[src/rtl/dns_pkg.sv]
// Types and constants shared by the decimal number scanner modules.
package dns_pkg;

    localparam int CHAR_W   = 8;
    localparam int MANT_W   = 32;
    localparam int EXP_W    = 16;
    localparam int COUNT_W  = 16;
    localparam int LIMIT_W  = 2;

    localparam logic [LIMIT_W-1:0] LIMIT_RESET = 2'd3;

    localparam logic [CHAR_W-1:0] CH_ZERO  = 8'h30;
    localparam logic [CHAR_W-1:0] CH_NINE  = 8'h39;
    localparam logic [CHAR_W-1:0] CH_MINUS = 8'h2D;
    localparam logic [CHAR_W-1:0] CH_PLUS  = 8'h2B;
    localparam logic [CHAR_W-1:0] CH_POINT = 8'h2E;
    localparam logic [CHAR_W-1:0] CH_LOW_E = 8'h65;
    localparam logic [CHAR_W-1:0] CH_UP_E  = 8'h45;

    typedef enum logic [1:0] {
        PH_START,
        PH_BODY,
        PH_EXP_START,
        PH_EXP_DIGITS
    } t_phase;

    typedef struct packed {
        logic [COUNT_W-1:0]       chars_consumed;
        logic signed [EXP_W-1:0]  decimal_exponent;
        logic signed [MANT_W-1:0] mantissa;
        logic                     ender_consumed;
    } t_result;

endpackage

[src/rtl/decimal_number_scanner.sv]
// Top level of the decimal number scanner.
// Takes one character per transfer and scans a signed decimal number with an
// optional point and an optional e/E exponent of up to the configured number of
// digits (0 = unlimited). When a character ends the number, or the last allowed
// exponent digit arrives, one result carries the wrapped 32-bit mantissa, the
// saturated decimal exponent, the count of characters in the number and whether
// the ending character belonged to it. A character passes through an input
// register and is scanned once the result register has room, so the block takes one
// character per cycle while no result waits; the scan step of the ending character loads
// the result register, and the stream stalls only while a waiting result is not taken.
module decimal_number_scanner import dns_pkg::*; (
    input  logic               i_clk,
    input  logic               i_rst_n,
    input  logic               i_cfg_wr_en,
    input  logic [LIMIT_W-1:0] i_cfg_wr_data,   // exponent_digit_limit
    input  logic               s_axis_tvalid,
    output logic               s_axis_tready,
    input  logic [7:0]         s_axis_tdata,    // [7:0] text_char
    output logic               m_axis_tvalid,
    input  logic               m_axis_tready,
    output logic [63:0]        m_axis_tdata,    // [31:0] mantissa, [47:32] decimal_exponent,
                                                // [63:48] chars_consumed
    output logic               m_axis_tuser     // ender_consumed
);

    logic [LIMIT_W-1:0] r_limit;
    logic               r_in_valid;
    logic [CHAR_W-1:0]  r_in_char;
    logic               step;
    logic               out_free;
    logic               emit;
    t_result            core_result;
    t_result            out_result;

    always_ff @(posedge i_clk) begin
        if (!i_rst_n) begin
            r_limit <= LIMIT_RESET;
        end else if (i_cfg_wr_en) begin
            r_limit <= i_cfg_wr_data;
        end
    end

    // a character is scanned only when its possible result has a free slot
    assign step          = r_in_valid && out_free;
    assign s_axis_tready = !r_in_valid || out_free;

    always_ff @(posedge i_clk) begin
        if (!i_rst_n) begin
            r_in_valid <= 1'b0;
        end else if (s_axis_tvalid && s_axis_tready) begin
            r_in_valid <= 1'b1;
        end else if (step) begin
            r_in_valid <= 1'b0;
        end
    end

    always_ff @(posedge i_clk) begin
        if (s_axis_tvalid && s_axis_tready) begin
            r_in_char <= s_axis_tdata;
        end
    end

    dns_core u_core (
        .i_clk    (i_clk),
        .i_rst_n  (i_rst_n),
        .i_step   (step),
        .i_char   (r_in_char),
        .i_limit  (r_limit),
        .o_emit   (emit),
        .o_result (core_result)
    );

    dns_out_reg u_out (
        .i_clk    (i_clk),
        .i_rst_n  (i_rst_n),
        .i_load   (emit),
        .i_result (core_result),
        .i_ready  (m_axis_tready),
        .o_valid  (m_axis_tvalid),
        .o_free   (out_free),
        .o_result (out_result)
    );

    assign m_axis_tdata = {out_result.chars_consumed, out_result.decimal_exponent,
                           out_result.mantissa};
    assign m_axis_tuser = out_result.ender_consumed;

endmodule

[src/rtl/dns_core.sv]
// Scanner state and the per-character step that updates it and forms a result.
module dns_core import dns_pkg::*; (
    input  logic               i_clk,
    input  logic               i_rst_n,
    input  logic               i_step,
    input  logic [CHAR_W-1:0]  i_char,
    input  logic [LIMIT_W-1:0] i_limit,
    output logic               o_emit,
    output t_result            o_result
);

    t_phase              r_phase,      n_phase;
    logic [MANT_W-1:0]   r_acc,        n_acc;
    logic [COUNT_W-1:0]  r_frac,       n_frac;
    logic                r_point,      n_point;
    logic                r_body,       n_body;
    logic                r_mneg,       n_mneg;
    logic [EXP_W-1:0]    r_eacc,       n_eacc;
    logic                r_eneg,       n_eneg;
    logic [LIMIT_W-1:0]  r_ecnt,       n_ecnt;
    logic [COUNT_W-1:0]  r_count,      n_count;

    logic                      is_digit;
    logic                      is_sign;
    logic                      is_e;
    logic [3:0]                digit;
    logic [EXP_W+3:0]          eacc_wide;
    logic signed [EXP_W+1:0]   exp_full;
    logic                      emit;
    logic                      ender;
    t_result                   res;

    assign is_digit = (i_char >= CH_ZERO) && (i_char <= CH_NINE);
    assign is_sign  = (i_char == CH_MINUS) || (i_char == CH_PLUS);
    assign is_e     = (i_char == CH_LOW_E) || (i_char == CH_UP_E);
    assign digit    = i_char[3:0];
    assign eacc_wide = ({4'd0, r_eacc} << 3) + ({4'd0, r_eacc} << 1) + {16'd0, digit};

    always_comb begin
        n_phase = r_phase;
        n_acc   = r_acc;
        n_frac  = r_frac;
        n_point = r_point;
        n_body  = r_body;
        n_mneg  = r_mneg;
        n_eacc  = r_eacc;
        n_eneg  = r_eneg;
        n_ecnt  = r_ecnt;
        n_count = r_count;
        emit    = 1'b0;
        ender   = 1'b0;
        exp_full = '0;
        res     = '0;

        case (r_phase)
            PH_START, PH_BODY: begin
                if (r_phase == PH_START && is_sign) begin
                    n_phase = PH_BODY;
                    n_mneg  = (i_char == CH_MINUS);
                    n_count = r_count + COUNT_W'(r_count != '1);
                end else if (is_digit) begin
                    n_phase = PH_BODY;
                    n_acc   = (r_acc << 3) + (r_acc << 1) + {28'd0, digit};
                    n_frac  = r_frac + COUNT_W'(r_point && (r_frac != '1));
                    n_body  = 1'b1;
                    n_count = r_count + COUNT_W'(r_count != '1);
                end else if (i_char == CH_POINT && !r_point) begin
                    n_phase = PH_BODY;
                    n_point = 1'b1;
                    n_body  = 1'b1;
                    n_count = r_count + COUNT_W'(r_count != '1);
                end else if (r_body && is_e) begin
                    n_phase = PH_EXP_START;
                    n_count = r_count + COUNT_W'(r_count != '1);
                end else begin
                    emit = 1'b1;
                end
            end
            PH_EXP_START, PH_EXP_DIGITS: begin
                n_phase = PH_EXP_DIGITS;
                if (r_phase == PH_EXP_START && is_sign) begin
                    n_eneg  = (i_char == CH_MINUS);
                    n_count = r_count + COUNT_W'(r_count != '1);
                end else if (is_digit && (i_limit == '0 || r_ecnt < i_limit)) begin
                    n_eacc  = (eacc_wide > {4'd0, {EXP_W{1'b1}}}) ? '1 : eacc_wide[EXP_W-1:0];
                    n_ecnt  = r_ecnt + LIMIT_W'(r_ecnt != '1);
                    n_count = r_count + COUNT_W'(r_count != '1);
                    if (i_limit != '0 && n_ecnt >= i_limit) begin
                        emit  = 1'b1;
                        ender = 1'b1;
                    end
                end else begin
                    emit = 1'b1;
                end
            end
            default: begin
                n_phase = PH_START;
            end
        endcase

        // result is formed from the updated state, then the number is cleared
        if (emit) begin
            exp_full = n_eneg ? -$signed({2'b00, n_eacc}) : $signed({2'b00, n_eacc});
            exp_full = exp_full - $signed({2'b00, n_frac});
            if (exp_full > 18'sd32767) begin
                res.decimal_exponent = 16'sh7FFF;
            end else if (exp_full < -18'sd32768) begin
                res.decimal_exponent = 16'sh8000;
            end else begin
                res.decimal_exponent = exp_full[EXP_W-1:0];
            end
            res.mantissa       = n_mneg ? (32'd0 - n_acc) : n_acc;
            res.chars_consumed = n_count;
            res.ender_consumed = ender;
            n_phase = PH_START;
            n_acc   = '0;
            n_frac  = '0;
            n_point = 1'b0;
            n_body  = 1'b0;
            n_mneg  = 1'b0;
            n_eacc  = '0;
            n_eneg  = 1'b0;
            n_ecnt  = '0;
            n_count = '0;
        end
    end

    always_ff @(posedge i_clk) begin
        if (!i_rst_n) begin
            r_phase <= PH_START;
            r_acc   <= '0;
            r_frac  <= '0;
            r_point <= 1'b0;
            r_body  <= 1'b0;
            r_mneg  <= 1'b0;
            r_eacc  <= '0;
            r_eneg  <= 1'b0;
            r_ecnt  <= '0;
            r_count <= '0;
        end else if (i_step) begin
            r_phase <= n_phase;
            r_acc   <= n_acc;
            r_frac  <= n_frac;
            r_point <= n_point;
            r_body  <= n_body;
            r_mneg  <= n_mneg;
            r_eacc  <= n_eacc;
            r_eneg  <= n_eneg;
            r_ecnt  <= n_ecnt;
            r_count <= n_count;
        end
    end

    assign o_emit   = i_step && emit;
    assign o_result = res;

endmodule

[src/rtl/dns_out_reg.sv]
// Result register holding one finished number until the downstream side takes it.
module dns_out_reg import dns_pkg::*; (
    input  logic    i_clk,
    input  logic    i_rst_n,
    input  logic    i_load,
    input  t_result i_result,
    input  logic    i_ready,
    output logic    o_valid,
    output logic    o_free,
    output t_result o_result
);

    logic    r_valid;
    t_result r_result;

    assign o_free = !r_valid || i_ready;

    always_ff @(posedge i_clk) begin
        if (!i_rst_n) begin
            r_valid <= 1'b0;
        end else if (i_load) begin
            r_valid <= 1'b1;
        end else if (i_ready) begin
            r_valid <= 1'b0;
        end
    end

    always_ff @(posedge i_clk) begin
        if (i_load) begin
            r_result <= i_result;
        end
    end

    assign o_valid  = r_valid;
    assign o_result = r_result;

endmodule

[config.mk]
export PLATFORM = sky130hd
export DESIGN_NAME = decimal_number_scanner
export DESIGN_NICKNAME = d
export VERILOG_FILES = /design/src/rtl/dns_pkg.sv /design/src/rtl/decimal_number_scanner.sv /design/src/rtl/dns_core.sv /design/src/rtl/dns_out_reg.sv
export SDC_FILE = /design/constraint.sdc
export NUM_CORES = 1
export LEC_CHECK = 0
export ABC_CLOCK_PERIOD_IN_PS = 7100
export BUFFER_PORTS_ARGS = -buffer_cell sky130_fd_sc_hd__buf_2
export CAP_MARGIN = 20
export CORE_MARGIN = 5
export CORE_UTILIZATION = 30
export CTS_BUF_LIST = sky130_fd_sc_hd__clkbuf_4 sky130_fd_sc_hd__clkbuf_8
export DETAILED_ROUTE_END_ITERATION = 12
export PLACE_DENSITY_LB_ADDON = 0.05
export SYNTH_ARGS = -nofsm -noshare
export SYNTH_HDL_FRONTEND = slang
export SYNTH_SLANG_ARGS = --single-unit
[constraint.sdc]
create_clock -name i_clk -period 7.1 [get_ports i_clk]
set_input_delay 1.065 -clock i_clk [delete_from_list [all_inputs] [get_ports i_clk]]
set_output_delay 1.065 -clock i_clk [all_outputs]
set_load 0.01 [all_outputs]
==> impl_metrics.csv <==
group,metric,value,unit
yosys,synth_seq_cells,165,
critical_path,end_kind,"flop",
power,p_leak,5.78,nW
drt,vias_per_cell,5.14,
grt,grt_overflow,0,
yosys,syn_nets,1641,
timing,grt_setup_unrepaired,"false",
power,p_per_area,132,nW/µm²
power,seq_power_share,54.0,%
power,power,1.90,mW
yosys,ys_types,99,
placement,dpl.hpwl,29.7,mm
critical_path,crit_family,"compound AO/OA/AOI/OAI gates",
timing,setup_viol,0,
drt,drc,0,
cells_and_area,fin_area,14400,µm²
drt,wirelength,40.6,mm
timing,holdWs,473,ps
critical_path,rrSetupSlack,430,ps
cts,clkTransAtPathRegs,100,ps
timing,fin_setup_tns,0,ps
drt,drt-pass1-iter-count,5,
yosys,ys.flop_type,"dfxtp_1",
yosys,yosysSeqAreaShare,31.2,%
placement,port_buffers,81,
critical_path,cp_data_required_time,7380,ps
placement,post-place-ws,-27.0,ps
yosys,synth_cells,1507,
cts,cts_tree,"done",
cts,clock_sinks,165,
timing,fin_skew,20.8,ps
timing,fmax,150,MHz
floorplan,initial_utilization,30.2,%
drt,dr.first_iter.drc_count,677,
cells_and_area,n_antenna_cell,0,
power,internal_power,1.37,mW
timing,worst_slack,429,ps
cts,cts_buffers,17,
cts,htreeDepth,4,
critical_path,crit_chain,"fa_1 > fa_1 > a211oi_2 > o21a_1 > or3_4 > and3_1 > o221ai_2 > buf_4 > o32a_2 > nand4b_4 > or4_2 > nand2_1 > xnor2_1 > ha_1 > a21oi_1 > nand2_1 > and2_1 > a311o_1 > nor2_1 > nand3b_1 > a32o_1 > a22oi_4 > buf_6 > o22ai_1",
cells_and_area,final_common_cell,"nand2_1",
timing,post-route-min-period,6670,ps
critical_path,crit_fanout,15,
yosys,synth_edf_count,73,
floorplan,die_w,218,µm
floorplan,fp.coreArea,42900,µm²
cells_and_area,nNetsFinal,1700,
critical_path,slowest_stage,"or4_2",
floorplan,die_area,47400,µm²
placement,gp_congestion,0.819,
timing,relSlewSlack,32.4,%
hold_path,hold_path_class,"reg2reg",
timing,hold_viol_final,0,
power,combPwrFrac,9.4,%
critical_path,slowest_delay,700,ps
outcome,status,"completed",
grt,grt_max_degree,91,
power,swShare,28.0,%
critical_path,path_buf_inv,2,
timing,tightest_slew,1010,ps
yosys,async_reset_ff_share,0,%
cells_and_area,area_growth,11.7,%
cts,cts_setup_buffers,0,
grt,grt_pass1_vias,10800,
yosys,synth_warnings,0,
cts,root_buffer,"clkbuf_8",
grt,grt_usage,17.2,%
power,p_switching,0.534,mW
cts,clkLatencyLatePin,550,ps
drt,postRouteAntennaNets,0,
critical_path,crit_arrival,6950,ps
yosys,syn-mean-instance-area,8.59,µm²
placement,post_dp_cell_area,14000,µm²
timing,period_share,94.0,%
timing,maxSlewViolCount,0,
power,pwr-share-clk,36.7,%
floorplan,die_h,218,µm
cts,ctsHoldBuffers,0,
critical_path,worst_setup_path_start_kind,"flop",
cells_and_area,num-fill-cells,4536,
grt,grt_pass1_wl,63.5,mm
grt,antenna_found_initial,1,
power,vdd_drop_max,0.116,mV
drt,route.vias.total,11100,
floorplan,placementRows,76,
cells_and_area,final_cell_mix,"146 x nand2_1, 131 x nor2_1, 114 x ha_1, 103 x a21oi_1, 92 x dfxtp_1",
floorplan,pin_count,82,
yosys,synth_area,12900,µm²
cts,cts_buffer_depth,2,
critical_path,worstSetupPathType,"reg2reg",
cells_and_area,layout-drive-gt1-share,13.8,%
run,maxCapViolations,0,
drt,wl_per_cell,18.8,µm
layer usage:
layer	track usage [%]	share of wire (%)	vias to the layer above
met2	26.3	44	174
met4	4.19	1.4	0
li1	-	-	5642
met1	24.9	51	5285
met3	3.39	3.5	28
met5	0	0	-
registers in the layout (all words and copies together) (netlist names):
register	cells
u_core.r_frac	16
r_in_char	8
r_in_valid	1
u_out.o_valid	1
u_core.r_eacc	16
u_core.r_eneg	1
u_out.o_result	65
u_core.r_body	1
u_core.r_count	16
r_limit	2
u_core.r_phase	2
u_core.r_ecnt	2
u_core.r_point	1
u_core.r_acc	32
u_core.r_mneg	1
power by group through the flow:
stage | logic, mW | registers (mW) | clock network, mW
after floorplan | 0.0984 | 1.06 | 0
after global placement | 0.181 | 1.05 | 0
after detailed placement | 0.181 | 1.05 | 0
after CTS | 0.181 | 1.03 | 0.743
after global routing | 0.195 | 1.03 | 0.777
final | 0.178 | 1.03 | 0.698
per-stage QoR:
| step | instances | utilization, % |
|---|---|---|
| final | 2164 | 33.7 |
| after global routing | 2164 | 33.7 |
| after CTS | 2164 | 33.6 |
| after detailed placement | 2132 | 32.7 |
| after global placement | 2132 | 32.7 |
| after floorplan | 1507 | - |
synthesized netlist by cell type, drive strengths merged (20+ instances only):
cell	number	area share (%)
dfxtp	92	14
a21o	23	1.3
nand2	147	4.3
nor2	133	3.9
nor2b	56	2.7
and2	39	1.9
clkbuf	55	1.6
nand3	42	1.7
a21oi	109	4.4
ha	114	11
edfxtp	73	17
inv	28	0.81
o21ai	95	3.7
xnor2	56	3.8
xor2	46	3.1
and3	20	0.97
nor3	49	1.9
worst paths after layout:
| check | from | to | depth (start not counted) |
|---|---|---|---|
| min reg2reg | u_core.r_phase[0]$_SDFFE_PN0P_ | u_core.r_phase[0]$_SDFFE_PN0P_ | 2 |
| max | r_in_char[3]$_DFFE_PP_ | u_out.o_result[35]$_SDFFCE_PN0P_ | 24 |
| min | u_core.r_phase[0]$_SDFFE_PN0P_ | u_core.r_phase[0]$_SDFFE_PN0P_ | 2 |
| max reg2reg | r_in_char[3]$_DFFE_PP_ | u_out.o_result[35]$_SDFFCE_PN0P_ | 24 |
tightest hold or removal path: stages (launching register included):
cell	delay, ps
dfxtp_1	320
nand2_1	50
a21boi_0	60
timing repair:
action / 4_1_cts / 5_1_grt
pin swaps: 0 / 0
resized for setup: 1 / 6
hold endpoints to repair: 0 / 0
gates cloned: 0 / 0
endpoints found under the setup margin: 15 / 16
cell type report:
class	instances	area, µm²	share of cell area (%)
Inverter	29	109	0.753
Tap cell	585	732	5.07
Clock buffer	19	255	1.77
Timing Repair Buffer	113	649	4.49
Clock inverter	13	124	0.857
Multi-Input combinational cell	1240	8540	59.1
Sequential cell	165	4030	27.9
logic make-up after synthesis:
group	after synthesis	share of synthesized area (%)
AND/OR/NAND/NOR	581	22.9
AO/OA/AOI/OAI	419	22.4
flip-flops	165	31.2
adder cells (fa/ha/maj)	119	11.8
XOR/XNOR	102	6.90
buffers and inverters	102	3.30
multiplexers	19	1.51
Power figures use the tool's default switching activity.
